==> src/design/steq_pkg.sv <==
// Shared types and constants for the sorted timeout event queue.
// Used by steq_cell, steq_out_stage and sorted_timeout_event_queue_core.
`default_nettype none
package steq_pkg;

  localparam int unsigned DEPTH     = 16;
  localparam int unsigned BURST_MAX = 16;
  localparam int unsigned BURST_W   = $clog2(BURST_MAX);

  localparam int unsigned TIME_W = 32;
  localparam int unsigned DUR_W  = 24;
  localparam int unsigned TAG_W  = 8;
  localparam int unsigned KIND_W = 2;

  localparam logic OP_TICK = 1'b0;
  localparam logic OP_ADD  = 1'b1;

  localparam logic [KIND_W-1:0] KIND_ACCEPTED = 2'd0;
  localparam logic [KIND_W-1:0] KIND_REJECTED = 2'd1;
  localparam logic [KIND_W-1:0] KIND_EXPIRED  = 2'd2;

  typedef struct packed {
    logic [TIME_W-1:0] expiry;
    logic [TAG_W-1:0]  tag;
  } entry_t;

  // Commands broadcast to every cell of the chain.
  typedef struct packed {
    logic   insert;
    logic   pop;
    entry_t new_entry;
  } cell_ctrl_t;

  typedef struct packed {
    logic [KIND_W-1:0] kind;
    logic [TAG_W-1:0]  tag;
    logic [TIME_W-1:0] time_now;
    logic              last;
  } result_t;

endpackage
`default_nettype wire

==> src/design/sorted_timeout_event_queue_core.sv <==
// Top level of the sorted timeout event queue: control, seconds counter, cell chain.
// Depends on steq_pkg, steq_cell and steq_out_stage.
//
//   Channel | Direction | Handshake               | Payload
//   --------+-----------+-------------------------+----------------------------------------
//   in      | sink      | in_valid_i / in_stall_o | operation_i, duration_i, event_tag_i
//   out     | source    | out_valid_o/out_stall_i | kind_o, expired_tag_o, time_now_o, last_o
//
// An add is inserted into the cell chain and its result is loaded into the output register
// on the transfer edge, so adds may follow each other every cycle while the output is free.
// A tick advances the counter on its transfer edge and then pops due entries one at a time
// (at most BURST_MAX), as the chain shifts by one cell per pop. A stalled output register
// holds the chain and blocks new input transfers.
// Reset empties the queue and clears the seconds counter; entry payloads are not reset.
`default_nettype none
module sorted_timeout_event_queue_core (
  input  wire logic                            clk_i,
  input  wire logic                            rst_ni,
  input  wire logic                            in_valid_i,
  output logic                                 in_stall_o,
  input  wire logic                            operation_i,
  input  wire logic [steq_pkg::DUR_W-1:0]      duration_i,
  input  wire logic [steq_pkg::TAG_W-1:0]      event_tag_i,
  output logic                                 out_valid_o,
  input  wire logic                            out_stall_i,
  output logic      [steq_pkg::KIND_W-1:0]     kind_o,
  output logic      [steq_pkg::TAG_W-1:0]      expired_tag_o,
  output logic      [steq_pkg::TIME_W-1:0]     time_now_o,
  output logic                                 last_o
);

  localparam logic ST_IDLE   = 1'b0;
  localparam logic ST_EXPIRE = 1'b1;

  localparam int unsigned D = steq_pkg::DEPTH;

  logic state_q, state_d;
  logic [steq_pkg::TIME_W-1:0]  sec_q, sec_d;
  logic [steq_pkg::BURST_W-1:0] burst_q, burst_d;

  logic                         out_free;
  logic                         out_load;
  steq_pkg::result_t            out_result;
  steq_pkg::result_t            out_q;

  steq_pkg::cell_ctrl_t         ctrl;
  logic                         cell_valid [D];
  logic                         cell_keep  [D];
  steq_pkg::entry_t             cell_entry [D];

  logic                         in_fire;
  logic                         is_add;
  logic                         full;
  logic [steq_pkg::TIME_W:0]    exp_sum;
  logic [steq_pkg::TIME_W-1:0]  new_expiry;
  logic                         head_due;
  logic                         next_due;
  logic                         burst_end;
  logic                         pop_last;

  // The input side is open only between items and while the output register can take a
  // result in the same cycle.
  assign in_stall_o = (state_q != ST_IDLE) || !out_free;
  assign in_fire    = in_valid_i && !in_stall_o;
  assign is_add     = (operation_i == steq_pkg::OP_ADD);
  assign full       = cell_valid[D-1];

  // Expiry is now plus duration, saturating at the counter's maximum.
  assign exp_sum    = {1'b0, sec_q} + {{(steq_pkg::TIME_W + 1 - steq_pkg::DUR_W){1'b0}},
                                       duration_i};
  assign new_expiry = exp_sum[steq_pkg::TIME_W] ? '1 : exp_sum[steq_pkg::TIME_W-1:0];

  // Due checks on the head and on the entry that becomes head after a pop.
  assign head_due  = cell_valid[0] && (cell_entry[0].expiry <= sec_q);
  assign next_due  = cell_valid[1] && (cell_entry[1].expiry <= sec_q);
  assign burst_end = (burst_q == steq_pkg::BURST_W'(steq_pkg::BURST_MAX - 1));
  assign pop_last  = !next_due || burst_end;

  always_comb begin
    state_d              = state_q;
    sec_d                = sec_q;
    burst_d              = burst_q;
    ctrl.insert          = 1'b0;
    ctrl.pop             = 1'b0;
    ctrl.new_entry.expiry = new_expiry;
    ctrl.new_entry.tag   = event_tag_i;
    out_load             = 1'b0;
    out_result.kind      = steq_pkg::KIND_ACCEPTED;
    out_result.tag       = event_tag_i;
    out_result.time_now  = sec_q;
    out_result.last      = 1'b1;
    case (state_q)
      ST_IDLE: begin
        if (in_fire) begin
          if (is_add) begin
            out_load        = 1'b1;
            ctrl.insert     = !full;
            out_result.kind = full ? steq_pkg::KIND_REJECTED : steq_pkg::KIND_ACCEPTED;
          end else begin
            if (sec_q != '1) begin
              sec_d = sec_q + 1'b1;
            end
            burst_d = '0;
            state_d = ST_EXPIRE;
          end
        end
      end
      ST_EXPIRE: begin
        out_result.kind = steq_pkg::KIND_EXPIRED;
        out_result.tag  = cell_entry[0].tag;
        out_result.last = pop_last;
        if (!head_due) begin
          state_d = ST_IDLE;
        end else if (out_free) begin
          out_load = 1'b1;
          ctrl.pop = 1'b1;
          burst_d  = burst_q + 1'b1;
          if (pop_last) begin
            state_d = ST_IDLE;
          end
        end
      end
      default: begin
        state_d = ST_IDLE;
      end
    endcase
  end

  always_ff @(posedge clk_i or negedge rst_ni) begin
    if (!rst_ni) begin
      state_q <= ST_IDLE;
      sec_q   <= '0;
      burst_q <= '0;
    end else begin
      state_q <= state_d;
      sec_q   <= sec_d;
      burst_q <= burst_d;
    end
  end

  // Cell chain: cell 0 is the head, which expires first.
  for (genvar i = 0; i < D; i++) begin : g_cell
    logic             left_valid;
    logic             left_keep;
    steq_pkg::entry_t left_entry;
    logic             right_valid;
    steq_pkg::entry_t right_entry;

    if (i == 0) begin : g_head
      assign left_valid = 1'b1;
      assign left_keep  = 1'b1;
      assign left_entry = ctrl.new_entry;
    end else begin : g_mid
      assign left_valid = cell_valid[i-1];
      assign left_keep  = cell_keep[i-1];
      assign left_entry = cell_entry[i-1];
    end

    if (i == D - 1) begin : g_tail
      assign right_valid = 1'b0;
      assign right_entry = cell_entry[i];
    end else begin : g_body
      assign right_valid = cell_valid[i+1];
      assign right_entry = cell_entry[i+1];
    end

    steq_cell u_cell (
      .clk_i         (clk_i),
      .rst_ni        (rst_ni),
      .ctrl_i        (ctrl),
      .left_valid_i  (left_valid),
      .left_keep_i   (left_keep),
      .left_entry_i  (left_entry),
      .right_valid_i (right_valid),
      .right_entry_i (right_entry),
      .valid_o       (cell_valid[i]),
      .keep_o        (cell_keep[i]),
      .entry_o       (cell_entry[i])
    );
  end

  steq_out_stage u_out (
    .clk_i       (clk_i),
    .rst_ni      (rst_ni),
    .load_i      (out_load),
    .result_i    (out_result),
    .free_o      (out_free),
    .out_valid_o (out_valid_o),
    .out_stall_i (out_stall_i),
    .result_o    (out_q)
  );

  assign kind_o        = out_q.kind;
  assign expired_tag_o = out_q.tag;
  assign time_now_o    = out_q.time_now;
  assign last_o        = out_q.last;

  // Valid cells stay packed toward the head (checked on the two front cells).
  a_head_packed: assert property (@(posedge clk_i) disable iff (!rst_ni)
    cell_valid[1] |-> cell_valid[0])
    else $error("queue has a hole at the head");

  // The two front entries stay in expiry order.
  a_head_sorted: assert property (@(posedge clk_i) disable iff (!rst_ni)
    cell_valid[1] |-> (cell_entry[0].expiry <= cell_entry[1].expiry))
    else $error("queue head out of order");

  // Every add transfer shows its result on the next cycle.
  a_add_result: assert property (@(posedge clk_i) disable iff (!rst_ni)
    (in_fire && is_add) |=> (out_valid_o && last_o &&
                             (kind_o == steq_pkg::KIND_ACCEPTED ||
                              kind_o == steq_pkg::KIND_REJECTED)))
    else $error("add transfer gave no result");

  // A pop always presents an expired result.
  a_pop_result: assert property (@(posedge clk_i) disable iff (!rst_ni)
    ctrl.pop |=> (out_valid_o && kind_o == steq_pkg::KIND_EXPIRED))
    else $error("pop without expired result");

  // Inputs are refused while a tick is still draining.
  a_busy_stall: assert property (@(posedge clk_i) disable iff (!rst_ni)
    (in_fire && !is_add) |=> in_stall_o)
    else $error("input open during expiry burst");

endmodule
`default_nettype wire

==> src/design/steq_cell.sv <==
// One slot of the sorted queue chain: holds an entry and shifts with its neighbors.
// Depends on steq_pkg.
`default_nettype none
module steq_cell (
  input  wire logic                clk_i,
  input  wire logic                rst_ni,
  input  wire steq_pkg::cell_ctrl_t ctrl_i,
  input  wire logic                left_valid_i,
  input  wire logic                left_keep_i,
  input  wire steq_pkg::entry_t    left_entry_i,
  input  wire logic                right_valid_i,
  input  wire steq_pkg::entry_t    right_entry_i,
  output logic                     valid_o,
  output logic                     keep_o,
  output steq_pkg::entry_t         entry_o
);

  logic             valid_q, valid_d;
  steq_pkg::entry_t entry_q, entry_d;

  // An entry stays put on insert when it expires no later than the new one.
  assign keep_o = valid_q && (entry_q.expiry <= ctrl_i.new_entry.expiry);

  always_comb begin
    valid_d = valid_q;
    entry_d = entry_q;
    if (ctrl_i.insert) begin
      valid_d = valid_q | left_valid_i;
      if (!keep_o) begin
        entry_d = left_keep_i ? ctrl_i.new_entry : left_entry_i;
      end
    end else if (ctrl_i.pop) begin
      valid_d = right_valid_i;
      entry_d = right_entry_i;
    end
  end

  always_ff @(posedge clk_i or negedge rst_ni) begin
    if (!rst_ni) begin
      valid_q <= 1'b0;
    end else begin
      valid_q <= valid_d;
    end
  end

  always_ff @(posedge clk_i) begin
    entry_q <= entry_d;
  end

  assign valid_o = valid_q;
  assign entry_o = entry_q;

endmodule
`default_nettype wire

==> src/design/steq_out_stage.sv <==
// Output register for result transfers, decoupling the queue from a stalling sink.
// Depends on steq_pkg.
`default_nettype none
module steq_out_stage (
  input  wire logic               clk_i,
  input  wire logic               rst_ni,
  input  wire logic               load_i,
  input  wire steq_pkg::result_t  result_i,
  output logic                    free_o,
  output logic                    out_valid_o,
  input  wire logic               out_stall_i,
  output steq_pkg::result_t       result_o
);

  logic              valid_q, valid_d;
  steq_pkg::result_t result_q;

  assign free_o = !valid_q || !out_stall_i;

  always_comb begin
    valid_d = valid_q;
    if (load_i) begin
      valid_d = 1'b1;
    end else if (!out_stall_i) begin
      valid_d = 1'b0;
    end
  end

  always_ff @(posedge clk_i or negedge rst_ni) begin
    if (!rst_ni) begin
      valid_q <= 1'b0;
    end else begin
      valid_q <= valid_d;
    end
  end

  always_ff @(posedge clk_i) begin
    if (load_i) begin
      result_q <= result_i;
    end
  end

  assign out_valid_o = valid_q;
  assign result_o    = result_q;

endmodule
`default_nettype wire
==> config.mk <==
export PLATFORM = sky130hd
export DESIGN_NAME = sorted_timeout_event_queue_core
export DESIGN_NICKNAME = d
export VERILOG_FILES = /design/src/design/steq_pkg.sv /design/src/design/sorted_timeout_event_queue_core.sv /design/src/design/steq_cell.sv /design/src/design/steq_out_stage.sv
export SDC_FILE = /design/constraint.sdc
export NUM_CORES = 2
export LEC_CHECK = 0
export ABC_AREA = 1
export BUFFER_PORTS_ARGS = -buffer_cell sky130_fd_sc_hd__buf_2
export CORE_AREA = 2 2 280 310
export CTS_CLUSTER_DIAMETER = 80
export DETAILED_ROUTE_END_ITERATION = 8
export DIE_AREA = 0 0 282 312
export PLACE_DENSITY = 0.77
export SLEW_MARGIN = 20
export SYNTH_ARGS = -nofsm -noshare
export SYNTH_HDL_FRONTEND = slang
export SYNTH_SLANG_ARGS = --single-unit
==> constraint.sdc <==
create_clock -name clk_i -period 16.2 [get_ports clk_i]
set_clock_uncertainty 0.05 [all_clocks]
set_input_delay 2.43 -clock clk_i [delete_from_list [all_inputs] [get_ports clk_i]]
set_output_delay 2.43 -clock clk_i [all_outputs]
set_load 0.05 [all_outputs]
==> results.yml <==
critical_path:
  slowest_delay_ps: 800
  crit_path_end: "g_cell[7].u_cell.entry_o[36]$_DFFE_PP_"
  crit_type: "primary input to flip-flop"
  r2r-start: "sec_q[19]$_DFFE_PN0P_"
  crit_arrival_ps: 10070
  r2r_cells: 20
  critical_path.cell_chain: "buf_2 > ha_1 > a21oi_1 > o21ai_1 > nand2_1 > nand2_1 > nand2_1 > and2_1 > inv_2 > a21oi_1 > o21ai_2 > inv_1 > ha_1 > nand4_1 > or3_1 > nor4_1 > nand4_1 > nand2_2 > nand2_2 > nand2_1 > nand2_2"
  setup.worst_path.start: "duration_i[17]"
  crit_path_end_kind: "flip-flop"
  worstPathRequired_ps: 16320
  crit_fanout: 41
  cp_common_cell: "nand2_1"
  rrSetupSlack_ps: 7670
  r2r_end: "g_cell[7].u_cell.entry_o[36]$_DFFE_PP_"
  start_kind: "primary input"
  cpMaxStageDelayCell: "and2_1"
timing:
  slew_viol_final: 0
  max_freq_mhz: 100.5
  hold_viol: 0
  finalSetupViolations: 0
  worst_pin_slew_ps: 1111
  post-route-min-period_ps: 9952
  finalCritPeriodShare_pct: 61.43
  rsz0062_at_grt: "false"
  tns_ps: 0
  slew_headroom_pct: 25.84
clock_network:
  path_clk_slew_ps: 60
  cts_tree: "yes"
  cts_setup_buffers: 0
  clk-insertion-delay-late_ps: 680
  htreeDepth: 3
  cts_num_sinks: 737
  clock_tree.buffer_depth: 3
  cts_resized: 0
  cts-hold-fix-buffers: 0
  cts-buffers-inserted: 82
  cts-root-buf: "clkbuf_16"
outcome:
  status: "completed"
power_and_ir_drop:
  peakVddDrop_uv: 92.64
  leakagePower_nw: 28.62
  powerDensity_nw_per_um2: 162.0
grt:
  grtUsageTotal_pct: 33.04
  grt_pass1_wl_mm: 230.0
  grt_max_degree: 233
  grt_overflow: 0
  grt_pass1_vias: 42311
  antenna_found_initial: 0
die:
  start_util_pct: 60.70
  die_h_um: 312
  dieArea_um2: 87980
  ios: 82
  core_um2: 84500
  placement_rows: 112
  die_width_um: 282
min_path:
  min_path_cells: 0
  min_path_type: "flip-flop to flip-flop"
route:
  detail-route-antenna-nets: 0
  top_layer: "met4"
  wirelength_met1_mm: 61.32
  wl_per_cell_um: 19.22
  wirelength_mm: 147.0
  drt_pass1_iterations: 6
  drt_iter0_markers: 4441
  via_count: 44193
  dr_wl_met2_mm: 65.38
  wl_met3_mm: 13.59
  via_per_inst: 5.778
  drc: 0
yosys:
  yosysWarnings: 0
  synthArstFlopShare_pct: 7.327
  avgSynthCellArea_um2: 7.887
  synth_cell_types: 54
  synth_enable_flop_cells: 683
  ys.flop_type: "edfxtp_1"
  synth-seq-cells: 737
  syn_nets: 7096
  netlist_area_um2: 51290
  syn_inst: 6503
  ys_seq_area_share_pct: 42.62
finish:
  final_common_cell: "nand2_1"
  nets: 7034
  antenna_cells: 0
  drive_gt1_share_pct: 5.454
  final_core_util_pct: 64.68
  mostFrequentLayoutCells: "nand2_1 (2952), edfxtp_1 (683), inv_1 (594)"
  syn_to_final_growth_pct: 6.555
  fillers: 7282
place:
  place_congestion: 0.9424
  port_buffers: 81
  dpl.hpwl_mm: 108.3
job:
  maxCapViolCount: 0
## sequential cells by signal, summed over array words and instances (netlist names)
| register | count |
|---|---|
| state_q | 1 |
| u_out.result_o | 43 |
| burst_q | 4 |
| g_cell.u_cell.valid_o | 16 |
| g_cell.u_cell.entry_o | 640 |
| sec_q | 32 |
| u_out.out_valid_o | 1 |
## final cells by class
type	count	area [µm²]	share of cell area, %
clock buffer	117	2327	4.258
clock inverter	35	245.2	0.4487
inverter	608	2290	4.190
multi-input combinational	4883	25640	46.92
sequential	737	21860	40.00
tap	1140	1426	2.610
timing repair buffer	129	855.8	1.566
## critical path, delay by kind of cell
kind / cells / cell delay [ps]
AND/OR/NAND/NOR: 12 / 5120
adder cells (fa/ha/maj): 2 / 590
buffers and inverters: 3 / 1050
AO/OA/AOI/OAI: 4 / 790
## metrics by stage
| stage | setup slack [ps] | cell area [µm²] | hold WS (ps) | instances | total power, mW |
|---|---|---|---|---|---|
| 2_1_floorplan | 8485 | 51290 | 400.6 | 6503 | 5.859 |
| 3_3_place_gp | 6067 | 52010 | 430.3 | 7495 | 6.759 |
| 3_5_place_dp | 5786 | 52060 | 419.8 | 7497 | 6.937 |
| 4_1_cts | 6456 | 54640 | 433.3 | 7649 | 8.782 |
| 5_1_grt | 5986 | 54650 | 443.8 | 7649 | 9.456 |
| 6_report | 6248 | 54650 | 434.5 | 7649 | 8.852 |
## cells in the mapped netlist, drive strengths merged, types with 2 or more instances
cell,count,area share [%]
o21bai,4,0.066
a211oi,45,0.66
a21oi,246,2.5
buf,164,2.3
o211ai,17,0.25
or2,10,0.12
o22ai,3,0.037
dfrtp,54,2.6
nand4,81,0.99
nor3,38,0.41
nor4,23,0.28
o221a,15,0.33
ha,555,14
inv,607,4.4
nand2,2998,22
nor2,181,1.3
a31oi,19,0.23
xor2,36,0.61
nand3,446,4.4
edfxtp,683,40
o221ai,8,0.14
o21a,4,0.059
or3,10,0.12
clkbuf,111,0.81
nand3b,2,0.029
o21ai,115,1.1
a21o,11,0.16
xnor2,6,0.10
## worst min path at each step
| stage | start | end | slack [ps] |
|---|---|---|---|
| after floorplan | sec_q[14]$_DFFE_PN0P_ | u_out.result_o[15]$_DFFE_PP_ | 400 |
| after global placement | sec_q[14]$_DFFE_PN0P_ | u_out.result_o[15]$_DFFE_PP_ | 430 |
| after detailed placement | sec_q[14]$_DFFE_PN0P_ | u_out.result_o[15]$_DFFE_PP_ | 420 |
| after CTS | sec_q[14]$_DFFE_PN0P_ | u_out.result_o[15]$_DFFE_PP_ | 430 |
| after global routing | sec_q[14]$_DFFE_PN0P_ | u_out.result_o[15]$_DFFE_PP_ | 440 |
| final | sec_q[14]$_DFFE_PN0P_ | u_out.result_o[15]$_DFFE_PP_ | 430 |
## power by group
group | internal (mW) | switching, mW
clock | 1.03 | 0.809
sequential | 2.79 | 0.361
combinational | 1.20 | 2.65
## cells by family after synthesis
| logic type | Yosys count | share of synthesized area, % |
|---|---|---|
| AOI/OAI and AO/OA | 491 | 5.626 |
| xor gates and xnor gates | 42 | 0.7172 |
| adders and majority gates | 556 | 13.58 |
| buffers and inverters | 883 | 7.543 |
| DFF | 737 | 42.62 |
| and+or+nand+nor | 3794 | 29.91 |
## metal layers
layer | up-vias | GRT usage (%)
met1 | 20246 | 45.31
met3 | 332 | 4.485
met5 | - | 0
li1 | 21304 | -
met2 | 2311 | 52.09
met4 | 0 | 15.24
No activity file was read; power rests on OpenSTA's default activity.
